## config.mk

```make
export PLATFORM = sky130hd
export DESIGN_NAME = tap_tempo_period_estimator
export DESIGN_NICKNAME = d
export VERILOG_FILES = /design/src/design/tte_pkg.sv /design/src/design/tte_ring.sv /design/src/design/tte_div.sv /design/src/design/tap_tempo_period_estimator.sv
export VERILOG_INCLUDE_DIRS = /design/src /design/src/design
export SDC_FILE = /design/constraint.sdc
export NUM_CORES = 1
export LEC_CHECK = 0
export ABC_AREA = 1
export ABC_CLOCK_PERIOD_IN_PS = 3920
export BUFFER_PORTS_ARGS = -buffer_cell sky130_fd_sc_hd__buf_4
export CORE_MARGIN = 1.5
export CORE_UTILIZATION = 50
export CTS_CLUSTER_SIZE = 30
export DETAILED_ROUTE_END_ITERATION = 10
export HOLD_SLACK_MARGIN = 0.12
export PLACE_DENSITY = 0.78
export SKIP_CTS_REPAIR_TIMING = 1
export SYNTH_ARGS = -nofsm -noshare
export SYNTH_HDL_FRONTEND = slang
export SYNTH_HIERARCHICAL = 1
export SYNTH_SLANG_ARGS = --single-unit
```

## constraint.sdc

```tcl
create_clock -name clk -period 3.92 [get_ports clk]
set_clock_uncertainty 0.1 [all_clocks]
set_input_delay 0 -clock clk [delete_from_list [all_inputs] [get_ports clk]]
set_output_delay 0 -clock clk [all_outputs]
set_load 0.01 [all_outputs]
```

## src/design/assert_macros.svh

```systemverilog
// assertion macros shared by the tap tempo design files
`ifndef ASSERT_MACROS_SVH
`define ASSERT_MACROS_SVH

// same-cycle implication, checked on clk and disabled during rst
`define ASSERT_IMPL(label, ante, cons, msg) \
  label: assert property (@(posedge clk) disable iff (rst) (ante) |-> (cons)) else $error(msg);

// next-cycle implication, checked on clk and disabled during rst
`define ASSERT_NEXT(label, ante, cons, msg) \
  label: assert property (@(posedge clk) disable iff (rst) (ante) |=> (cons)) else $error(msg);

`endif

```

## src/design/tte_pkg.sv

```systemverilog
// types and constants shared by the tap tempo period estimator
package tte_pkg;

  localparam int AVG_DEPTH = 8;
  localparam int SLOT_W    = (AVG_DEPTH > 1) ? $clog2(AVG_DEPTH) : 1;
  localparam int FILL_W    = $clog2(AVG_DEPTH + 1);
  localparam int SUM_W     = 32 + ((AVG_DEPTH > 1) ? $clog2(AVG_DEPTH) : 0);
  localparam int STEP_W    = $clog2(SUM_W + 1);

  localparam int TOL_W     = 30;
  localparam int BEATS_W   = 5;
  localparam int BEAT_W    = 4;
  localparam int CFG_IDX_W = 2;

  // configuration register indexes
  localparam logic [CFG_IDX_W-1:0] CFG_BEATS_PER_CYCLE = 2'd0;
  localparam logic [CFG_IDX_W-1:0] CFG_START_PERIOD    = 2'd1;

  localparam logic [BEATS_W-1:0] BEATS_RESET        = 5'd1;
  localparam logic [31:0]        START_PERIOD_RESET = 32'd500;

  typedef struct packed {
    logic [31:0] edge_time;
    logic        averaging;
  } in_item_t;

  typedef struct packed {
    logic [31:0]       period;
    logic              first_tap;
    logic              out_of_tolerance;
    logic [BEAT_W-1:0] beat_index;
  } out_item_t;

  typedef struct packed {
    logic              wr_en;
    logic [SLOT_W-1:0] wr_addr;
    logic [31:0]       wr_data;
    logic              rd_en;
    logic [SLOT_W-1:0] rd_addr;
  } ring_req_t;

  typedef struct packed {
    logic              start;
    logic [SUM_W-1:0]  dividend;
    logic [FILL_W-1:0] divisor;
  } div_req_t;

  typedef struct packed {
    logic        done;
    logic [31:0] quotient;
  } div_rsp_t;

endpackage

```

## src/design/tte_ring.sv

```systemverilog
// ring of recent intervals, one write and one registered read per cycle
module tte_ring (
  input  logic              clk,
  input  tte_pkg::ring_req_t req,
  output logic [31:0]       rd_data
);
  import tte_pkg::*;

  logic [31:0] mem [AVG_DEPTH];

  // write port
  always_ff @(posedge clk) begin
    if (req.wr_en) begin
      mem[req.wr_addr] <= req.wr_data;
    end
  end

  // registered read port
  always_ff @(posedge clk) begin
    if (req.rd_en) begin
      rd_data <= mem[req.rd_addr];
    end
  end

endmodule

```

## src/design/tte_div.sv

```systemverilog
// restoring divider, one quotient bit per cycle
module tte_div (
  input  logic              clk,
  input  logic              rst,
  input  tte_pkg::div_req_t req,
  output tte_pkg::div_rsp_t rsp
);
  import tte_pkg::*;

  logic              busy;
  logic              done;
  logic [STEP_W-1:0] steps;
  logic [SUM_W-1:0]  dvd;
  logic [SUM_W-1:0]  quo;
  logic [FILL_W-1:0] rem;
  logic [FILL_W-1:0] divisor;
  logic [FILL_W:0]   rem_sh;
  logic              take;
  logic [FILL_W:0]   rem_next;

  // one shift and trial subtract
  always_comb begin
    rem_sh   = {rem, dvd[SUM_W-1]};
    take     = rem_sh >= {1'b0, divisor};
    rem_next = take ? (rem_sh - {1'b0, divisor}) : rem_sh;
  end

  // step sequencing
  always_ff @(posedge clk) begin
    if (rst) begin
      busy  <= 1'b0;
      steps <= '0;
      done  <= 1'b0;
    end else begin
      done <= 1'b0;
      if (req.start) begin
        busy  <= 1'b1;
        steps <= STEP_W'(SUM_W);
      end else if (busy) begin
        steps <= steps - 1'b1;
        if (steps == STEP_W'(1)) begin
          busy <= 1'b0;
          done <= 1'b1;
        end
      end
    end
  end

  // datapath registers
  always_ff @(posedge clk) begin
    if (req.start) begin
      dvd     <= req.dividend;
      quo     <= '0;
      rem     <= '0;
      divisor <= req.divisor;
    end else if (busy) begin
      dvd <= {dvd[SUM_W-2:0], 1'b0};
      quo <= {quo[SUM_W-2:0], take};
      rem <= rem_next[FILL_W-1:0];
    end
  end

  assign rsp = {done, quo[31:0]};

  `include "assert_macros.svh"

  `ASSERT_IMPL(a_no_restart, req.start, !busy, "divider started while busy")
  `ASSERT_IMPL(a_done_after_busy, done, $past(busy), "divider done without a run")
  `ASSERT_NEXT(a_done_pulse, done, !done, "divider done held")

endmodule

```

## src/design/tap_tempo_period_estimator.sv

```systemverilog
// tap tempo period estimator top level: sequencer, interval state, output register
//
//   channel  | direction | handshake           | word
//   ---------+-----------+---------------------+------------------------------
//   in       | input     | in_valid / in_stall | in_item_t: edge_time, averaging
//   out      | output    | out_valid/out_stall | out_item_t: period, flags, beat
//   cfg      | input     | cfg_valid/cfg_ready | cfg_index, cfg_data
//
// a first tap runs S_TAP, S_BAND, S_STORE and S_FINISH after accept
// any other word runs the same setup states, then S_SUM over fill_count entries,
// S_DIV at one quotient bit per cycle, and S_FINISH
// in_stall is high during rst and from accept until the result is loaded
// a result waiting on out_stall holds the sequencer, not the output register
// rst is synchronous; no clearing pass, the ring is tracked by fill_count
module tap_tempo_period_estimator (
  input  logic                               clk,
  input  logic                               rst,
  input  logic                               in_valid,
  output logic                               in_stall,
  input  tte_pkg::in_item_t                  in_data,
  output logic                               out_valid,
  input  logic                               out_stall,
  output tte_pkg::out_item_t                 out_data,
  input  logic                               cfg_valid,
  output logic                               cfg_ready,
  input  logic [tte_pkg::CFG_IDX_W-1:0]      cfg_index,
  input  logic [31:0]                        cfg_data
);
  import tte_pkg::*;

  typedef enum logic [2:0] {
    S_IDLE,
    S_TAP,
    S_BAND,
    S_STORE,
    S_SUM,
    S_DIV,
    S_FINISH
  } state_t;

  state_t state;

  // configuration and persistent state
  logic [BEATS_W-1:0] beats_per_cycle;
  logic [31:0]        applied_period;
  logic [31:0]        last_edge_time;
  logic [31:0]        last_interval;
  logic [TOL_W-1:0]   tolerance;
  logic [SLOT_W-1:0]  write_slot;
  logic [FILL_W-1:0]  fill_count;
  logic [BEAT_W-1:0]  beat_counter;

  // per-word working registers
  logic [31:0]        interval;
  logic               use_avg;
  logic               first;
  logic               below;
  logic               above;
  logic               flag;
  logic [FILL_W-1:0]  rd_cnt;
  logic [FILL_W-1:0]  add_cnt;
  logic               rd_pend;
  logic [SUM_W-1:0]   sum;

  // combinational helpers
  logic               in_accept;
  logic               cfg_accept;
  logic               outside;
  logic               ring_clear;
  logic [SLOT_W-1:0]  slot;
  logic [SLOT_W-1:0]  slot_next;
  logic [FILL_W-1:0]  fill_next;
  logic [TOL_W-1:0]   tol_next;
  logic [BEATS_W-1:0] beat_inc;
  logic [BEAT_W-1:0]  beat_next;
  logic [SUM_W-1:0]   sum_next;
  logic               last_add;
  logic               out_free;

  ring_req_t          ring_req;
  logic [31:0]        ring_rd_data;
  div_req_t           div_req;
  div_rsp_t           div_rsp;

  // registers are written only while idle, so no word sees a mid-flight change
  assign in_stall   = rst || (state != S_IDLE);
  assign cfg_ready  = !rst && (state == S_IDLE);
  assign in_accept  = in_valid && !in_stall;
  assign cfg_accept = cfg_valid && cfg_ready;
  assign out_free   = !out_valid || !out_stall;

  // store update: band restart or non-averaging restart empties the ring
  always_comb begin
    outside    = below || above;
    ring_clear = outside || (!first && !use_avg);
    slot       = ring_clear ? '0 : write_slot;
    slot_next  = (slot == SLOT_W'(AVG_DEPTH - 1)) ? '0 : slot + 1'b1;
    if (ring_clear) begin
      fill_next = FILL_W'(1);
    end else if (fill_count < FILL_W'(AVG_DEPTH)) begin
      fill_next = fill_count + 1'b1;
    end else begin
      fill_next = fill_count;
    end
    tol_next  = (interval[31:2] == '0) ? TOL_W'(1) : interval[31:2];
    beat_inc  = {1'b0, beat_counter} + 1'b1;
    beat_next = (beat_inc >= beats_per_cycle || beat_inc > BEATS_W'(15)) ?
                '0 : beat_inc[BEAT_W-1:0];
  end

  // summing: reads issued one a cycle, each added in the cycle after its read
  always_comb begin
    sum_next = sum + {{(SUM_W-32){1'b0}}, ring_rd_data};
    last_add = rd_pend && (FILL_W'(add_cnt + 1'b1) == fill_count);
  end

  // ring port requests
  always_comb begin
    ring_req.wr_en   = (state == S_STORE);
    ring_req.wr_addr = slot;
    ring_req.wr_data = interval;
    ring_req.rd_en   = (state == S_SUM) && (rd_cnt != fill_count);
    ring_req.rd_addr = rd_cnt[SLOT_W-1:0];
  end

  // divider request
  always_comb begin
    div_req.start    = (state == S_SUM) && last_add;
    div_req.dividend = sum_next;
    div_req.divisor  = fill_count;
  end

  tte_ring u_ring (
    .clk     (clk),
    .req     (ring_req),
    .rd_data (ring_rd_data)
  );

  tte_div u_div (
    .clk (clk),
    .rst (rst),
    .req (div_req),
    .rsp (div_rsp)
  );

  // sequencer, state and registered outputs
  always_ff @(posedge clk) begin
    if (rst) begin
      state           <= S_IDLE;
      out_valid       <= 1'b0;
      beats_per_cycle <= BEATS_RESET;
      applied_period  <= START_PERIOD_RESET;
      last_edge_time  <= '0;
      last_interval   <= '0;
      tolerance       <= '0;
      write_slot      <= '0;
      fill_count      <= '0;
      beat_counter    <= '0;
      rd_pend         <= 1'b0;
    end else begin
      if (out_valid && !out_stall) begin
        out_valid <= 1'b0;
      end

      if (cfg_accept) begin
        unique case (cfg_index)
          CFG_BEATS_PER_CYCLE: beats_per_cycle <= cfg_data[BEATS_W-1:0];
          CFG_START_PERIOD:    applied_period  <= cfg_data;
          default: ;
        endcase
      end

      unique case (state)
        S_IDLE: begin
          if (in_accept) begin
            interval       <= in_data.edge_time - last_edge_time;
            use_avg        <= in_data.averaging;
            last_edge_time <= in_data.edge_time;
            state          <= S_TAP;
          end
        end
        S_TAP: begin
          first <= {2'b00, interval} > {last_interval, 2'b00};
          below <= ({1'b0, interval} + {3'b000, tolerance}) < {1'b0, last_interval};
          state <= S_BAND;
        end
        S_BAND: begin
          above <= {1'b0, interval} > ({1'b0, last_interval} + {3'b000, tolerance});
          state <= S_STORE;
        end
        S_STORE: begin
          last_interval <= interval;
          tolerance     <= tol_next;
          write_slot    <= slot_next;
          fill_count    <= fill_next;
          flag          <= !first && outside;
          beat_counter  <= first ? '0 : beat_next;
          rd_cnt        <= '0;
          add_cnt       <= '0;
          rd_pend       <= 1'b0;
          sum           <= '0;
          state         <= first ? S_FINISH : S_SUM;
        end
        S_SUM: begin
          rd_pend <= ring_req.rd_en;
          if (ring_req.rd_en) begin
            rd_cnt <= rd_cnt + 1'b1;
          end
          if (rd_pend) begin
            sum     <= sum_next;
            add_cnt <= add_cnt + 1'b1;
          end
          if (last_add) begin
            state <= S_DIV;
          end
        end
        S_DIV: begin
          if (div_rsp.done) begin
            applied_period <= div_rsp.quotient;
            state          <= S_FINISH;
          end
        end
        S_FINISH: begin
          if (out_free) begin
            out_data.period           <= applied_period;
            out_data.first_tap        <= first;
            out_data.out_of_tolerance <= flag;
            out_data.beat_index       <= beat_counter;
            out_valid                 <= 1'b1;
            state                     <= S_IDLE;
          end
        end
        default: state <= S_IDLE;
      endcase
    end
  end

  `include "assert_macros.svh"

  `ASSERT_IMPL(a_word_from_finish, $rose(out_valid), $past(state == S_FINISH), "word loaded outside finish")
  `ASSERT_IMPL(a_flags_exclusive, out_valid, !(out_data.first_tap && out_data.out_of_tolerance), "first tap flagged out of tolerance")
  `ASSERT_IMPL(a_first_tap_beat, out_valid && out_data.first_tap, out_data.beat_index == '0, "first tap with nonzero beat")
  `ASSERT_NEXT(a_sum_has_entries, state == S_STORE && !first, fill_count != '0 && fill_count <= FILL_W'(AVG_DEPTH), "averaging over an empty ring")

endmodule

```

## After elaboration in Yosys (flattened, before gate mapping)

Memories as Yosys holds them, arrays and structs flattened. A register that Yosys moved wholly into a read port is not among the register bits.
Cells that the tools add are included.

- Add/sub/neg operators: 11
- Equality and inequality tests: 17
- Multiplexer cells: 38
- Reductions and logical operators: 40
- Bitwise logic cells: 2
- $lt $le $gt $ge: 7

Operators by type and width:

| cell | number |
|---|---|
| two-way mux 32 bit | 4 |
| two-way mux 35 bit | 3 |
| one-hot mux 35 bit (2 select lines) | 1 |
| adder 32 x 30 -> 33 bit | 2 |
| adder 35 x 32 -> 35 bit | 1 |
| > comparator 32 x 34 -> 1 bit | 1 |
| > comparator 32 x 33 -> 1 bit | 1 |
| less-than comparator 33 x 32 -> 1 bit | 1 |
| subtractor 32 bit | 1 |
| logical NOT 30 bit | 1 |
| two-way mux 30 bit | 1 |
| two-way mux 4 bit | 7 |
| one-hot mux 3 bit (7 select lines) | 1 |
| two-way mux 3 bit | 6 |
| one-hot mux 4 bit (2 select lines) | 2 |
| adder 4 x 1 -> 4 bit, second input constant | 3 |
| == test 3 bit, second input constant | 4 |
| two-way mux 6 bit | 2 |
| AND reduction 2 bit | 6 |
| AND reduction 3 bit | 4 |
| != test 2 bit, second input constant | 5 |
| logical AND 1 bit | 9 |
| two-way mux 1 bit | 9 |
| == test 3 x 2 -> 1 bit, second input constant | 2 |
| other kinds (26) | 38 |

- Logic and storage cells: 148
- Bits in registers: 348
- Bits in writable memories: 256
- Memories kept: 1

Memories:

| name | words | bits a word | read ports | clocked after Yosys merged registers in | write ports | line | RTL |
|---|---|---|---|---|---|---|---|
| u_ring.mem | 8 | 32 | 1 | 1 | 1 | tte_ring.sv:9 | `logic [31:0] mem [AVG_DEPTH];` |

## Longest topological paths before layout

Gate-level depths: netlist of run 1.

- Depth after elaboration: 6
- Mapped depth: 21
- Depth with buffers taken out: 21

## Hierarchy

The synthesis of run 1 kept the hierarchy.

By module, submodules not included:

| module | sequential area each (µm²) | area an instance (µm²) | cells each | times used |
|---|---|---|---|---|
| tap_tempo_period_estimator | 6,486.2 | 19,807.7 | 2,635 | 1 |
| tte_ring | 8,648.3 | 12,192.9 | 1,156 | 1 |
| tte_div | 2,052.0 | 3,393.3 | 362 | 1 |

## Least setup slack after synthesis of run 1

OpenSTA, ideal clock, no wires.

- Kind: reg2reg
- Start point: register state[2]
- End point: register add_cnt[0], enable pin
- Required time: 3,372 ps
- Path slack: 447 ps
- Arrival time: 2,925 ps
- Cell stages (with the launch flop): 6
- Setup time: 448 ps
- Path through: dfxtp_1 nor2_1 nand2_1 clkbuf_1 buf_2 a21oi_1

- Longest elaborated chain between the ends: 3
- Elaborated cells between the ends (all ways): 5
- Those cells by class: eq/ne: 3; reduce/logical: 2

Ends and longest elaborated chain:

| what | line | RTL |
|---|---|---|
| from (decl) | tap_tempo_period_estimator.sv:41 | `state_t state;` |
| from (signal assigned) | tap_tempo_period_estimator.sv:202 | `state <= first ? S_FINISH : S_SUM;` |
| == test 3 bit / == test 3 x 2 -> 1 bit (equally long branches) | tap_tempo_period_estimator.sv:173 | `unique case (state)` |
| != test 2 bit (no line) / nonzero test 2 bit (equally long branches) | -- |  |
| AND reduction 3 bit (no line) (*) | -- |  |
| to (signal assigned) | tap_tempo_period_estimator.sv:211 | `add_cnt <= add_cnt + 1'b1;` |
| to (decl) | tap_tempo_period_estimator.sv:61 | `logic [FILL_W-1:0] add_cnt;` |

Every way passes the cells marked *; elsewhere a longest branch is shown, timed or not.
A chain may end at the register's enable or synchronous reset.

## Worst setup path after layout of run 1

- Start point: register tolerance[2]
- End point: register above, data pin

- Longest elaborated chain between the ends: 2

Ends and longest elaborated chain:

| what | line | RTL |
|---|---|---|
| from (decl) | tap_tempo_period_estimator.sv:48 | `logic [TOL_W-1:0] tolerance;` |
| from (signal assigned) | tap_tempo_period_estimator.sv:193 | `tolerance <= tol_next;` |
| adder 32 x 30 -> 33 bit | tap_tempo_period_estimator.sv:188 | `above <= {1'b0, interval} > ({1'b0, last_interval} + {3'b000, tolerance});` |
| > comparator 32 x 33 -> 1 bit | tap_tempo_period_estimator.sv:188 |  |
| to (signal assigned) | tap_tempo_period_estimator.sv:188 |  |
| to (decl) | tap_tempo_period_estimator.sv:58 | `logic above;` |

Every way passes these cells.

==> reports/qor.yml, run 1 <==
async_flop_share_pct: 0
final.setup.tns_ns: 0
htreeDepth: 3
totalPowerFinal_mw: 19.4
drive_gt1_share_pct: 8.56
seq_area_frac_synth_pct: 48.6
avgRoutedWirePerCell_um: 17.0
grt_usage_pct: 24.4
synthTopCellsByArea: "edfxtp_1, nand2_1, dfxtp_1"
start_util_pct: 50.5
cts_tree: "yes"
hold-worst-slack_ns: 0.115
max_stage_delay_ns: 0.40
avgSynthCellArea_um2: 8.52
wl_mm: 91.0
cts_buffer_depth: 3
ys_ff_latch: 636
overflow: 0
diodes: 0
yosys_warnings: 6
cp-start-kind: "flip-flop"
die_y_um: 269
firstDrtPassIters: 5
syn-num-nets: 4463
drt_iter0_drc: 2489
yosysUniqueCellTypes: 61
synth_edf_count: 445
io_buffers: 112
grt_antenna_before_repair: 0
die_w_um: 269
slew_viol_final: 0
cpMaxStageDelayCell: "dfxtp_1"
layout.cells.non_filler: 5358
insertion_delay_ns: 0.62
grt_pass1_vias: 27100
ir_drop_uv: 362
r2r_start: "tolerance[2]"
placed_cells: 5158
synthCells: 4153
hold_class: "input pin to flip-flop"
maxCapViolCount: 0
num_vias: 28600
crit_path_max_fanout: 4
fin_area_mm2: 0.0405
dpl.hpwl_mm: 62.6
critPathBufInv: 1
ys.flop_type: "edfxtp_1"
status: "completed"
fp.coreArea_mm2: 0.0700
setup_slack_ns: 0.295
cp_data_required_time_ns: 4.19
cts.reportedPaths.clkPinSlew_ns: 0.06
fillerInstances: 5941
timing.fmax_mhz: 276
pre_cts_slack_ns: 0.377
drt.antenna.violating_nets: 0
worstSetupEndpointType: "flip-flop"
rsz0062_at_grt: "false"
crit_chain: "ha_1, a21oi_1, nand2_1, nand3_1, nand2_1, a21oi_1, o21bai_1, a21oi_1, xor2_1, ha_1, nand2_1, inv_1, nand3_1, nor3_1, nand3_1, nor3_1, nor2_1"
worst-setup-path-type: "flip-flop to flip-flop"
grt_pass1_wl_mm: 139
io-pin-count: 113
yosysTopAreaCell: "edfxtp_1"
nNetsFinal: 4681
drcViolationCount: 0
synth_top_area_share_pct: 37.8
area_growth_pct: 14.4
place.gp.congestion: 0.962
hold_start: "in_data[17]"
p_leak_nw: 18.3
hold_viol: 0
post-route-min-period_ns: 3.62
critPathArrivalTime_ns: 3.89
rows: 97
finalSetupViolCount: 0
tightestPinTransition_ns: 1.04
power.density_mw_per_mm2: 479
postPlaceCellArea_mm2: 0.0374
critPathTopFamily: "simple AND/OR/NAND/NOR gates"
cts_inserted_buffers: 69
grt_max_degree: 97
syn-cell-area_mm2: 0.0354
die_area_mm2: 0.0724
crit_path_start: "tolerance[2]"
clock-root-buffer: "clkbuf_16"
max_slew_margin_pct: 30.6
fin_util_pct: 57.8
period_share_pct: 92.5
cts.sinks: 636
viasPerCell: 5.34
cells by family (layout without fill, tap and decap cells):
logic type | count (synthesis) | count (layout) | share of synthesized area [%]
AO/OA/AOI/OAI | 652 | 652 | 10.3
multiplexers | 32 | 32 | 1.25
flip-flops | 636 | 636 | 48.6
buffers and inverters | 818 | 1083 | 9.29
AND/OR/NAND/NOR | 1662 | 1662 | 19.3
XOR/XNOR | 115 | 115 | 2.85
adder cells (fa/ha/maj) | 238 | 238 | 8.52
cell usage after synthesis (19+ instances only):
cell      count
a21o_1       22
a21oi_1     338
buf_2        37
buf_6        19
clkbuf_1     45
dfxtp_1     191
edfxtp_1    445
ha_1        233
inv_1       695
mux2_4       24
nand2_1    1061
nand2_2      20
nand3_1     221
nand4_1      27
nor2_1      261
nor3_1       29
nor4_1       20
o21ai_0     134
o21ai_1      28
o22ai_1      32
xnor2_1      51
xor2_1       64
flip-flops by register name, summed over array words and instances (netlist names), 3 cells and up:
name,flops
u_ring/mem,256
out_data,38
sum,35
u_div/dvd,35
applied_period,32
interval,32
last_edge_time,32
last_interval,32
u_div/quo,32
u_ring/rd_data,32
tolerance,30
u_div/steps,6
beats_per_cycle,5
add_cnt,4
beat_counter,4
fill_count,4
rd_cnt,4
u_div/divisor,4
u_div/rem,4
state,3
write_slot,3
tightest hold or removal path: cells and delay by family:
kind | cells | cell delay (ns)
AOI/OAI and AO/OA | 2 | 0.17
buffers and inverters | 2 | 0.62
power by group:
part	leakage, nW	switching [mW]	total (mW)	internal, mW
clock	1.08	2.69	6.50	3.81
combinational	11.6	3.09	4.71	1.62
sequential	5.59	0.270	8.16	7.89
final cells by class:
class	instances	area, µm²	share of cell area (%)
clock buffer	90	1930	4.77
tap	940	1180	2.91
inverter	705	2650	6.54
timing repair buffer	260	2190	5.42
clock inverter	28	309	0.764
sequential	636	17200	42.5
multi-input combinational	2699	15000	37.1
final timing paths:
path | cells after the start | endpoint | slack [ns]
worst min register to register | 0 | out_data[4] | 0.32
worst min-delay path | 4 | last_edge_time[16] | 0.11
worst max-delay path | 17 | above | 0.30
worst max register to register | 17 | above | 0.30
per-layer routing:
| metal | wire (µm) | up-vias | track usage, % |
|---|---|---|---|
| met1 | 37700 | 13400 | 31.3 |
| li1 | - | 14000 | - |
| met4 | 2820 | 0 | 8.12 |
| met3 | 5870 | 192 | 3.65 |
| met2 | 44600 | 956 | 42.2 |
| met5 | 0 | - | 0 |
placed cells by master (no fill, tap or decap), types with 24 or more instances in the layout:
| master | netlist | layout |
|---|---|---|
| nand2_1 | 1061 | 1059 |
| inv_1 | 695 | 694 |
| edfxtp_1 | 445 | 445 |
| a21oi_1 | 338 | 336 |
| nor2_1 | 261 | 251 |
| ha_1 | 233 | 233 |
| nand3_1 | 221 | 221 |
| dfxtp_1 | 191 | 191 |
| buf_4 | 7 | 175 |
| o21ai_0 | 134 | 134 |
| dlygate4sd3_1 | 0 | 82 |
| clkbuf_16 | 0 | 73 |
| xor2_1 | 64 | 64 |
| xnor2_1 | 51 | 51 |
| o22ai_1 | 32 | 32 |
| nor3_1 | 29 | 29 |
| o21ai_1 | 28 | 28 |
| nand4_1 | 27 | 27 |
| mux2_4 | 24 | 24 |
(Power assumes the default switching activity.)
==> run 2, diff against run 1 <==
--- a/config.mk
+++ b/config.mk
@@ -7,8 +7,9 @@
 export NUM_CORES = 1
 export LEC_CHECK = 0
 export ABC_AREA = 1
-export ABC_CLOCK_PERIOD_IN_PS = 3920
+export ABC_CLOCK_PERIOD_IN_PS = 3350
 export BUFFER_PORTS_ARGS = -buffer_cell sky130_fd_sc_hd__buf_4
+export CORE_ASPECT_RATIO = 0.6
 export CORE_MARGIN = 1.5
 export CORE_UTILIZATION = 50
 export CTS_CLUSTER_SIZE = 30
==> constraint.sdc (replaced) <==
create_clock -name clk -period 3.35 [get_ports clk]
set_clock_uncertainty 0.1 [all_clocks]
set_input_delay 0 -clock clk [delete_from_list [all_inputs] [get_ports clk]]
set_output_delay 0 -clock clk [all_outputs]
set_load 0.01 [all_outputs]
==> reports/qor.yml, run 2 (synthesis results as in run 1) <==
ff2ff_path_depth: 15  # -2
drcViolationCount: 0  # unchanged
slew_viol_final: 0  # unchanged
period_share_pct: 104  # +11 points
rsz0062_at_grt: "true"
grt_pass1_vias: 26800  # -1.2%
r2r_start: "interval[24]"
fp.coreArea_mm2: 0.0699  # -0.17%
cts_tree: "yes"
hold_viol: 0  # unchanged
cp-start-kind: "flip-flop"
nNetsFinal: 4826  # +3.1%
r2r-end: "below"
cts_inserted_buffers: 57  # -17%
viasPerCell: 5.44  # +2.0%
htreeDepth: 2  # -1
grt_pass1_wl_mm: 150  # +7.9%
cts.sinks: 636  # unchanged
post-route-min-period_ns: 3.48  # -0.144 ns
clock-root-buffer: "clkbuf_16"
hold_start: "in_data[16]"
p_leak_nw: 18.8  # +3.2%
drt.antenna.violating_nets: 0  # unchanged
dpl.hpwl_mm: 71.3  # +14%
maxCapViolCount: 0  # unchanged
rows: 75  # -23%
status: "complete, but fails checks"
largest_reg_flops: 256  # unchanged
crit_path_max_fanout: 4  # unchanged
max_slew_margin_pct: 42.8  # +12 points
cts_buffer_depth: 3  # unchanged
violations: "negative setup slack"
io_buffers: 112  # unchanged
io-pin-count: 113  # unchanged
largestRegisters: "u_ring/mem: 256 flops, out_data: 38 flops"
insertion_delay_ns: 0.63  # about the same
overflow: 0  # unchanged
whs_path_depth: 4  # unchanged
cts.reportedPaths.clkPinSlew_ns: 0.07  # about the same
worstSetupEndpointType: "flip-flop"
critPathArrivalTime_ns: 3.88  # about the same
layout_common_cells: "nand2_1, inv_1, edfxtp_1"
pre_cts_slack_ns: -0.131  # -0.508 ns
die_y_um: 209  # -22%
fillerInstances: 5786  # -2.6%
largest_register: "u_ring/mem"
power.density_mw_per_mm2: 537  # +12%
worst-setup-path-type: "flip-flop to flip-flop"
hold_class: "input pin to flip-flop"
tightestPinTransition_ns: 0.858  # -0.183 ns
area_growth_pct: 17.6
fin_util_pct: 59.5  # +1.7 points
firstDrtPassIters: 9  # +4
drive_gt1_share_pct: 11.2  # +2.6 points
num_vias: 29900  # +4.5%
finalSetupViolCount: 2  # +2
timing.fmax_mhz: 287  # +4.1%
ir_drop_uv: 414  # +14%
grt_usage_pct: 26.6  # +2.1 points
grt_max_degree: 129  # +33%
avgRoutedWirePerCell_um: 18.7  # +10%
fin_area_mm2: 0.0416  # +2.8%
grt_antenna_before_repair: 0  # unchanged
final.setup.tns_ns: -0.144  # -0.144 ns
setup_slack_ns: -0.131  # -0.426 ns
die_w_um: 346  # +29%
postPlaceCellArea_mm2: 0.0383  # +2.5%
mostFrequentLayoutCell: "nand2_1"
place.gp.congestion: 0.969  # +0.78%
die_area_mm2: 0.0724  # about the same
min_delay_worst_endpoint: "last_edge_time[15]"
reg2reg_slack_ns: -0.13  # -0.43 ns
wl_mm: 103  # +13%
cp_data_required_time_ns: 3.75  # -0.44 ns
drt_iter0_drc: 3600  # +45%
start_util_pct: 50.6  # +0.085 points
==> run 2: cell count changes in the layout (fill, tap and decap cells not counted), moves of 4 or more <==
cell / before / now
buf_4: 175 / 283
dlygate4sd3_1: 82 / 123
clkbuf_16: 73 / 59
buf_12: 3 / 11
clkinv_2: 12 / 19
clkbuf_1: 12 / 7
clkinvlp_4: 6 / 2
dfxtp_1: 191 / 187
nand3_1: 221 / 217
nand3_2: 1 / 5
==> run 2: power breakdown <==
part | total, mW | switching, mW | internal [mW]
Combinational | 5.98 | 3.89 | 2.09
Sequential | 9.60 | 0.372 | 9.23
Clock | 6.76 | 3.10 | 3.66
==> run 2: worst max-delay path by stage <==
| stage | slack (ns) | to | cells past startpoint | startpoint |
|---|---|---|---|---|
| 5_1_grt | -0.35 | below | 21 | interval[2] |
| 2_1_floorplan | 0.10 | below | 18 | interval[0] |
| 3_3_place_gp | -0.15 | below | 18 | interval[0] |
| 6_report | -0.13 | below | 15 | interval[24] |
| 4_1_cts | -0.15 | below | 18 | interval[0] |
| 3_5_place_dp | -0.13 | below | 19 | interval[0] |
==> run 2: final cells by class <==
class | instances | area, µm² | area share (%)
flip-flops and latches | 636 | 17200 | 41.3
multi-input cells | 2699 | 15200 | 36.4
repair buffers | 417 | 3580 | 8.59
inverters | 705 | 2650 | 6.36
clock buffers | 67 | 1520 | 3.64
well taps | 924 | 1160 | 2.78
clock inverters | 40 | 379 | 0.911
diodes | 2 | 5.00 | 0.0120
==> run 2: worst max-delay path: stages, from the launching register on <==
cell and delay (ns):
edfxtp_1 0.45, ha_1 0.45, nand2_1 0.18, inv_1 0.08
a21oi_1 0.29, a21boi_0 0.30, o211ai_1 0.21, xor2_1 0.20
ha_1 0.31, a21oi_1 0.16, nor3_1 0.06, a211oi_1 0.21
nor2_1 0.07, nor2_1 0.10, nand3_1 0.09, nor2_1 0.08
==> run 2: per-stage QoR <==
stage / instances / total power [mW] / hold slack [ns]
after floorplan: 4153 / 13.4 / -0.0309
after CTS: 5361 / 22.0 / -0.586
after global placement: 5254 / 15.2 / 0.0816
after detailed placement: 5254 / 15.3 / 0.0836
final: 5490 / 22.3 / 0.108
after global routing: 5488 / 23.3 / 0.120
==> run 2: per-layer routing <==
| layer | GRT usage [%] | up-vias | part of all wire (%) |
|---|---|---|---|
| li1 | - | 14300 | - |
| met1 | 40.9 | 13900 | 46 |
| met2 | 37.1 | 1443 | 41 |
| met3 | 7.34 | 183 | 12 |
| met4 | 5.06 | 0 | 2.2 |
| met5 | 0 | - | 0 |
